### src/hw/rtl/hte_pkg.sv
// Shared types, codes and character mapping for the Huffman train/encode/decode core.
// Used by hte_ctrl, hte_dp and the top level.
`default_nettype none

package hte_pkg;

	// operation field codes
	localparam logic [1:0] OP_TRAIN  = 2'd0;
	localparam logic [1:0] OP_ENCODE = 2'd1;
	localparam logic [1:0] OP_DECODE = 2'd2;

	// result status codes
	localparam logic [1:0] ST_OK       = 2'd0;
	localparam logic [1:0] ST_INVALID  = 2'd1;
	localparam logic [1:0] ST_NO_TABLE = 2'd2;

	localparam logic [7:0] PERIOD_IDX = 8'd2;
	localparam logic [7:0] NO_SYMBOL  = 8'hFF;
	localparam logic [3:0] MAX_RESULTS = 4'd8;

	// datapath commands
	typedef logic [4:0] cmd_t;
	localparam cmd_t C_NOP    = 5'd0;
	localparam cmd_t C_LOAD   = 5'd1;
	localparam cmd_t C_WRD    = 5'd2;
	localparam cmd_t C_WWR    = 5'd3;
	localparam cmd_t C_BSTART = 5'd4;
	localparam cmd_t C_BIRD   = 5'd5;
	localparam cmd_t C_BIWR   = 5'd6;
	localparam cmd_t C_SCST   = 5'd7;
	localparam cmd_t C_SCSTEP = 5'd8;
	localparam cmd_t C_MERGE  = 5'd9;
	localparam cmd_t C_CROOT  = 5'd10;
	localparam cmd_t C_CRDN   = 5'd11;
	localparam cmd_t C_CWL    = 5'd12;
	localparam cmd_t C_CWR    = 5'd13;
	localparam cmd_t C_BDONE  = 5'd14;
	localparam cmd_t C_CRD    = 5'd15;
	localparam cmd_t C_ELOAD  = 5'd16;
	localparam cmd_t C_EBIT   = 5'd17;
	localparam cmd_t C_EFL    = 5'd18;
	localparam cmd_t C_DINIT  = 5'd19;
	localparam cmd_t C_DRD    = 5'd20;
	localparam cmd_t C_DSTEP  = 5'd21;
	localparam cmd_t C_ROK    = 5'd22;
	localparam cmd_t C_RINV   = 5'd23;
	localparam cmd_t C_RNB    = 5'd24;
	localparam cmd_t C_FIN    = 5'd25;

	// datapath status toward the controller
	typedef struct packed {
		logic [1:0] op;
		logic       sym_ok;
		logic       built;
		logic       is_period;
		logic       idx_last;
		logic       sc_done;
		logic       merge_all;
		logic       n_last;
		logic       w_zero;
		logic       d_stop;
		logic       can_push;
	} stat_t;

	// ASCII to symbol index, NO_SYMBOL when outside the alphabet
	function automatic logic [7:0] sym_index(input logic [7:0] c);
		logic [7:0] i;
		i = NO_SYMBOL;
		if (c == 8'h20) i = 8'd0;
		else if (c == 8'h2C) i = 8'd1;
		else if (c == 8'h2E) i = 8'd2;
		else if (c >= 8'h41 && c <= 8'h5A) i = c - 8'h41 + 8'd3;
		else if (c >= 8'h61 && c <= 8'h7A) i = c - 8'h61 + 8'd29;
		return i;
	endfunction

	// symbol index to ASCII, zero past the alphabet
	function automatic logic [7:0] sym_char(input logic [7:0] i);
		logic [7:0] c;
		c = 8'd0;
		if (i == 8'd0) c = 8'h20;
		else if (i == 8'd1) c = 8'h2C;
		else if (i == 8'd2) c = 8'h2E;
		else if (i <= 8'd28) c = i - 8'd3 + 8'h41;
		else if (i <= 8'd54) c = i - 8'd29 + 8'h61;
		return c;
	endfunction

endpackage

`default_nettype wire

### src/hw/rtl/hte_ctrl.sv
// Controller state machine: sequences train, tree build, encode and decode
// through datapath commands. Depends on hte_pkg.
`default_nettype none

module hte_ctrl import hte_pkg::*; (
	input  wire logic  clk,
	input  wire logic  arst_n,
	input  wire logic  in_valid,
	output logic       in_ready,
	input  wire stat_t st,
	output cmd_t       cmd
);
	localparam logic [4:0] S_IDLE  = 5'd0;
	localparam logic [4:0] S_DISP  = 5'd1;
	localparam logic [4:0] S_TRW   = 5'd2;
	localparam logic [4:0] S_TOK   = 5'd3;
	localparam logic [4:0] S_BINIT = 5'd4;
	localparam logic [4:0] S_BIRD  = 5'd5;
	localparam logic [4:0] S_BIWR  = 5'd6;
	localparam logic [4:0] S_SCAN0 = 5'd7;
	localparam logic [4:0] S_SCAN  = 5'd8;
	localparam logic [4:0] S_MCHK  = 5'd9;
	localparam logic [4:0] S_CINIT = 5'd10;
	localparam logic [4:0] S_CRD   = 5'd11;
	localparam logic [4:0] S_CWL   = 5'd12;
	localparam logic [4:0] S_CWR   = 5'd13;
	localparam logic [4:0] S_BDONE = 5'd14;
	localparam logic [4:0] S_ECL   = 5'd15;
	localparam logic [4:0] S_EBIT  = 5'd16;
	localparam logic [4:0] S_EFL   = 5'd17;
	localparam logic [4:0] S_DRD   = 5'd18;
	localparam logic [4:0] S_DST   = 5'd19;
	localparam logic [4:0] S_FIN   = 5'd20;

	logic [4:0] state_q, nxt;

	assign in_ready = (state_q == S_IDLE);

	always_comb begin
		nxt = state_q;
		cmd = C_NOP;
		case (state_q)
			S_IDLE: begin
				if (in_valid) begin
					cmd = C_LOAD;
					nxt = S_DISP;
				end
			end
			// dispatch on operation
			S_DISP: begin
				if ((st.op == OP_TRAIN || st.op == OP_ENCODE) && !st.sym_ok) begin
					if (st.can_push) begin
						cmd = C_RINV;
						nxt = S_FIN;
					end
				end else if (st.op == OP_TRAIN) begin
					cmd = C_WRD;
					nxt = S_TRW;
				end else if ((st.op == OP_ENCODE || st.op == OP_DECODE) && !st.built) begin
					if (st.can_push) begin
						cmd = C_RNB;
						nxt = S_FIN;
					end
				end else if (st.op == OP_ENCODE) begin
					cmd = C_CRD;
					nxt = S_ECL;
				end else if (st.op == OP_DECODE) begin
					cmd = C_DINIT;
					nxt = S_DRD;
				end else begin
					nxt = S_FIN;
				end
			end
			// training
			S_TRW: begin
				cmd = C_WWR;
				nxt = st.is_period ? S_BINIT : S_TOK;
			end
			S_TOK: begin
				if (st.can_push) begin
					cmd = C_ROK;
					nxt = S_FIN;
				end
			end
			// tree build: load leaves
			S_BINIT: begin
				cmd = C_BSTART;
				nxt = S_BIRD;
			end
			S_BIRD: begin
				cmd = C_BIRD;
				nxt = S_BIWR;
			end
			S_BIWR: begin
				cmd = C_BIWR;
				nxt = st.idx_last ? S_SCAN0 : S_BIRD;
			end
			// merge two smallest live nodes per scan
			S_SCAN0: begin
				cmd = C_SCST;
				nxt = S_SCAN;
			end
			S_SCAN: begin
				if (st.sc_done) begin
					cmd = C_MERGE;
					nxt = S_MCHK;
				end else begin
					cmd = C_SCSTEP;
				end
			end
			S_MCHK: nxt = st.merge_all ? S_CINIT : S_SCAN0;
			// code assignment, root downward
			S_CINIT: begin
				cmd = C_CROOT;
				nxt = S_CRD;
			end
			S_CRD: begin
				cmd = C_CRDN;
				nxt = S_CWL;
			end
			S_CWL: begin
				cmd = C_CWL;
				nxt = S_CWR;
			end
			S_CWR: begin
				cmd = C_CWR;
				nxt = st.n_last ? S_BDONE : S_CRD;
			end
			S_BDONE: begin
				cmd = C_BDONE;
				nxt = S_TOK;
			end
			// encode
			S_ECL: begin
				cmd = C_ELOAD;
				nxt = S_EBIT;
			end
			S_EBIT: begin
				if (st.w_zero) nxt = S_EFL;
				else if (st.can_push) cmd = C_EBIT;
			end
			S_EFL: begin
				if (st.can_push) begin
					cmd = C_EFL;
					nxt = S_FIN;
				end
			end
			// decode
			S_DRD: begin
				cmd = C_DRD;
				nxt = S_DST;
			end
			S_DST: begin
				if (st.can_push) begin
					cmd = C_DSTEP;
					nxt = st.d_stop ? S_FIN : S_DRD;
				end
			end
			S_FIN: begin
				if (st.can_push) begin
					cmd = C_FIN;
					nxt = S_IDLE;
				end
			end
			default: nxt = S_IDLE;
		endcase
	end

	always_ff @(posedge clk or negedge arst_n) begin
		if (!arst_n) state_q <= S_IDLE;
		else state_q <= nxt;
	end

endmodule

`default_nettype wire

### config.mk
export PLATFORM = sky130hd
export DESIGN_NAME = hte_ctrl
export DESIGN_NICKNAME = d
export VERILOG_FILES = /design/src/hw/rtl/hte_pkg.sv /design/src/hw/rtl/hte_ctrl.sv
export SDC_FILE = /design/constraint.sdc
export NUM_CORES = 1
export LEC_CHECK = 0
export BUFFER_PORTS_ARGS = -buffer_cell sky130_fd_sc_hd__buf_4
export CORE_ASPECT_RATIO = 1.5
export CORE_MARGIN = 2
export CORE_UTILIZATION = 45
export DETAILED_ROUTE_END_ITERATION = 6
export HOLD_SLACK_MARGIN = 0.08
export PLACE_DENSITY = 0.65
export SYNTH_ARGS = -nofsm -noshare
export SYNTH_HDL_FRONTEND = slang
export SYNTH_SLANG_ARGS = --single-unit
### constraint.sdc
create_clock -name clk -period 3.75 [get_ports clk]
set_clock_uncertainty 0.2 [all_clocks]
set_input_delay 0.9375 -clock clk [delete_from_list [all_inputs] [get_ports clk]]
set_output_delay 0.9375 -clock clk [all_outputs]
set_load 0.02 [all_outputs]
* Word-level counts from Yosys, hierarchy flattened *
Cells that the tools add are included.
Widths: inputs -> output; s select.

storage, ports and cells
  flip-flop bits (word level) = 5
  input bits = 15
  output and inout bits = 6

cells by class
  equality and inequality tests = 27
  multiplexer cells = 33
  reduce and logical (&&, ||, !) cells = 10

operators with widths
  cell                count
  $pmux 5 s20         2
  $mux 5              23
  $eq 5x4->1 const B  8
  $eq 5x5->1 const B  5
  $eq 5x3->1 const B  4
  $mux 3              4
  $eq 5x2->1 const B  2
  $ne 2x2->1 const B  5
  $eq 5x1->1 const B  1
  $logic_not 5->1     1
  $reduce_and 5->1    1
  $mux 4              1
  $eq 2x1->1 const B  1
  $eq 2x2->1 const B  1
  $logic_and 1x1->1   2
  $logic_not 1->1     2
  $logic_not 2->1     1
  $logic_or 1x1->1    2
  $mux 1              2
  $mux 2              1
  $reduce_or 2->1     1

* Depth between registers and ports, before layout *
  depth after elaboration = 7
  depth in mapped cells = 7
  depth with buffers taken out = 7

* Least setup slack after synthesis *
No wires, ideal clock.

  kind = input-to-output
  start point = in st[10] (netlist bit)
  end point = out cmd[4]
  arrival time = 2378 ps
  data required time = 2612 ps
  setup slack = 235 ps
  cell stages on the path = 5
  buffers on the path = 0
  path through = inv_1 -> ha_1 -> a221oi_1 -> a22oi_1 -> o21ai_0

on the way
  word-level cells in the longest chain between the ends = 7
  elaborated cells on any way between the ends = 13
  classes of those cells = 2 x eq/ne; 6 x mux; 5 x reduce/logical

RTL lines
  item                                         RTL line                        text
  start, declared                              hte_ctrl.sv:10                  input wire stat_t st,
  $eq 2x2->1 or $eq 2x1->1 (tied branches)     --
  $mux 5 or $logic_or 1x1->1 (tied branches)   hte_ctrl.sv:67, hte_ctrl.sv:59
  $mux 5 or $logic_and 1x1->1 (tied branches)  hte_ctrl.sv:64, hte_ctrl.sv:59
  $mux 5                                       hte_ctrl.sv:59                  end else if ((st.op == OP_ENCODE || st.op == OP_DECODE) && !st.built) begin
  $mux 5                                       hte_ctrl.sv:56                  end else if (st.op == OP_TRAIN) begin
  $mux 5 (*)                                   hte_ctrl.sv:51                  if ((st.op == OP_TRAIN || st.op == OP_ENCODE) && !st.sym_ok) begin
  $pmux 5 s20 (*)                              hte_ctrl.sv:42                  case (state_q)
  end, declared                                hte_ctrl.sv:11                  output cmd_t cmd

Mark *: on every way between the ends. The rest lies on a longest branch, timed or not.

* Worst setup path after layout *
  start point = in st[10] (netlist bit)
  end point = out cmd[3]

on the way
  word-level cells in the longest chain between the ends = 7
  elaborated cells on any way between the ends = 12
  classes of those cells = 2 x eq/ne; 5 x mux; 5 x reduce/logical

RTL lines
  item                                      RTL line
  $eq 2x1->1 or $eq 2x2->1 (tied branches)  hte_ctrl.sv:51, hte_ctrl.sv:59, hte_ctrl.sv:64
  $logic_or 1x1->1                          hte_ctrl.sv:59
  $logic_and 1x1->1                         hte_ctrl.sv:59
  $mux 5                                    hte_ctrl.sv:59
  $mux 5                                    hte_ctrl.sv:56
  $mux 5 (*)                                hte_ctrl.sv:51
  $pmux 5 s20 (*)                           hte_ctrl.sv:42

Marks and branches as above.

==> results.py <==
metrics = {
    "placed_design": {
        "globalplace.congestion": 0.9024,
        "port_buffers": 20,
        "place_area_um2": 1161,
        "hpwl_um": 2310,
    },
    "floorplanning": {
        "ios": 21,
        "core_area_um2": 2207,
        "die_h_um": 62.91,
        "die_area_um2": 2722,
        "start_util_pct": 47.17,
        "std_cell_rows": 21,
        "die_w_um": 43.27,
    },
    "pwr": {
        "seq_power_share_pct": 24.3,
        "p_comb_share_pct": 67.5,
        "p_leak_nw": 0.5024,
        "power_density_nw_per_um2": 641.2,
        "p_int_mw": 0.3475,
        "power.share.switching_pct": 54.59,
        "ir_drop_v": 0.0003882,
        "switchingPower_mw": 0.4179,
        "pwr-share-clk_pct": 8.2,
    },
    "global_routing": {
        "grt_pass1_vias": 1215,
        "grt_usage_pct": 24.06,
        "grt_overflow": 0,
        "grt_pass1_wl_um": 5237,
        "antenna_found_initial": 0,
        "grt_max_degree": 24,
    },
    "finish": {
        "largest_registers": "state_q (5)",
        "num-fill-cells": 227,
        "diodes": 0,
        "drive_above_1_share_pct": 16.67,
        "final_area_um2": 1194,
        "top_register": "state_q",
        "nets": 195,
        "syn_to_final_growth_pct": 14.66,
        "largest_register_ffs": 5,
    },
    "sta": {
        "tns_ps": 0,
        "grt_setup_unrepaired": "no",
        "maxSlewHeadroom_pct": 49.95,
        "fmax_mhz": 277.1,
        "setup_viol": 0,
        "hold_ws_ps": 282.6,
        "hold_violations": 0,
        "period_share_pct": 96.22,
        "final-max-slew-violation-count": 0,
        "finalCriticalPeriod_ps": 3608,
        "worstMarginPinSlew_ps": 750.8,
    },
    "synthesis": {
        "ys.flop_type": "dfrtp_1",
        "synth_edf_count": 0,
        "syn_area_per_cell_um2": 6.426,
        "synth-async-reset-ratio_pct": 100.0,
        "syn_area_um2": 1041,
        "synth_area_leaders": "dfrtp_1 (12%), a21oi_1 (9.1%), nand2_1 (6.1%)",
        "yosysTopAreaCell": "dfrtp_1",
        "synth_top_area_share_pct": 12.02,
        "ys_ff_latch": 5,
        "synthCells": 162,
        "ys_warn_count": 0,
        "synth_fp_nets": 182,
        "ys_seq_area_share_pct": 12.02,
        "synth.distinct_cells": 43,
    },
    "setup_path": {
        "crit_arrival_ps": 2470,
        "critPathCapture": "cmd[3]",
        "cp-startpoint": "st[10]",
        "worst_r2r_startpoint": "state_q[2]$_DFFE_PN0P_",
        "cp.required_ps": 2610,
        "r2r_slack_ps": 1550,
        "end_kind": "output pin",
        "rr_worst_depth": 5,
        "worst_r2r_endpoint": "state_q[0]$_DFFE_PN0P_",
        "crit_path_max_fanout": 4,
        "startpoint_type": "input pin",
        "path_class": "input pin to output pin",
    },
    "clock_network": {
        "cts_buffers": 3,
        "clock_sinks": 5,
        "cts_buffer_depth": 2,
        "post_cts_buffers": 0,
        "clk_pin_slew_ps": 40,
        "h-tree-depth": 1,
        "cts-root-buf": "clkbuf_4",
        "cts_tree": "done",
        "hold_buffers": 0,
        "clk_latency_ps": 240,
    },
    "min_path": {
        "hold_path.class": "input pin to async pin",
    },
    "route": {
        "routedWlPerCell_um": 16.06,
        "totalWireLength_um": 3163,
        "drt_iter0_markers": 49,
        "firstDrtPassIters": 4,
        "vias": 1269,
        "antenna_left": 0,
        "drc": 0,
        "viasPerCell": 6.442,
    },
    "run": {
        "cap_violations": 0,
    },
    "status": {
        "status": "finished, final reports clean",
    },
}
## area by class of cell
class / count / area, µm² / share of cell area (%)
multi-input combinational: 135 / 818.3 / 68.55
timing repair buffer: 22 / 165.2 / 13.84
sequential: 5 / 125.1 / 10.48
inverter: 8 / 30.03 / 2.516
tap: 23 / 28.78 / 2.411
clock buffer: 4 / 26.28 / 2.201
## logic make-up after synthesis
logic type	synth area share, %
multiplexers	1.082
adder cells (fa/ha/maj)	6.010
buffers and inverters	9.976
AO/OA/AOI/OAI	34.86
XOR/XNOR	2.524
flip-flops	12.02
AND/OR/NAND/NOR	33.53
## metal layers
| metal | GRT usage, % | share of wire [%] | vias to the layer above |
|---|---|---|---|
| met4 | 6.439 | 0.79 | 0 |
| met5 | 0 | 0 | - |
| met3 | 5.202 | 4.9 | 4 |
| met1 | 28.02 | 42 | 598 |
| met2 | 42.72 | 53 | 48 |
| li1 | - | - | 619 |
## worst min-delay path by stage
stage            from  cells after the start                      to
2_1_floorplan  arst_n                      0  state_q[0]$_DFFE_PN0P_
3_3_place_gp   arst_n                      1  state_q[4]$_DFFE_PN0P_
3_5_place_dp   arst_n                      1  state_q[2]$_DFFE_PN0P_
4_1_cts        arst_n                      1  state_q[0]$_DFFE_PN0P_
5_1_grt        arst_n                      1  state_q[3]$_DFFE_PN0P_
6_report       arst_n                      1  state_q[3]$_DFFE_PN0P_
## power by group through the flow
stage | logic (mW) | registers [mW] | clock network, mW
floorplan | 0.476 | 0.0818 | 0
global placement | 0.509 | 0.182 | 0
detailed placement | 0.512 | 0.182 | 0
CTS | 0.515 | 0.182 | 0.0645
global route | 0.568 | 0.194 | 0.0678
finish | 0.517 | 0.186 | 0.0625
## stage by stage
| step | std cells | setup slack, ps | utilization [%] | power [mW] |
|---|---|---|---|---|
| floorplan | 162 | 235.0 | - | 0.5576 |
| global placement | 193 | 216.8 | 52.61 | 0.6909 |
| detailed placement | 193 | 132.2 | 52.61 | 0.6942 |
| CTS | 197 | 138.5 | 53.80 | 0.7610 |
| global route | 197 | 7.631 | 54.08 | 0.8298 |
| finish | 197 | 141.6 | 54.08 | 0.7654 |
## placed cells by master, fill, tap and decap left out, types with 3 or more instances in the layout
cell type  count
o21ai_0       10
o22ai_1        4
nand2b_1       9
nand2_1       17
inv_1          8
nor4_1         3
ha_1           5
clkbuf_4       3
nor2_1        15
buf_4         22
dfrtp_1        5
nand3_1        7
nor3_1         7
a21oi_1       19
## repair_timing
item	CTS	global route
endpoints found under the setup margin	0	1
hold endpoints to repair	0	0
resized for setup	0	1
## synthesized netlist by cell type (3+ instances only)
cell,instances
a21oi_1,19
nand2_1,17
nor2_1,15
buf_2,11
o21ai_0,10
nand2b_1,9
inv_1,8
nand3_1,7
nor3_1,7
dfrtp_1,5
ha_1,5
o22ai_1,4
nor4_1,3
## worst max-delay path, stage by stage
cell and delay, ps:
buf_4 90, inv_1 70, ha_1 360, nand2b_1 180, mux2_2 360, a32oi_1 200, o21ai_0 110, buf_4 170
(Power assumes the default switching activity.)
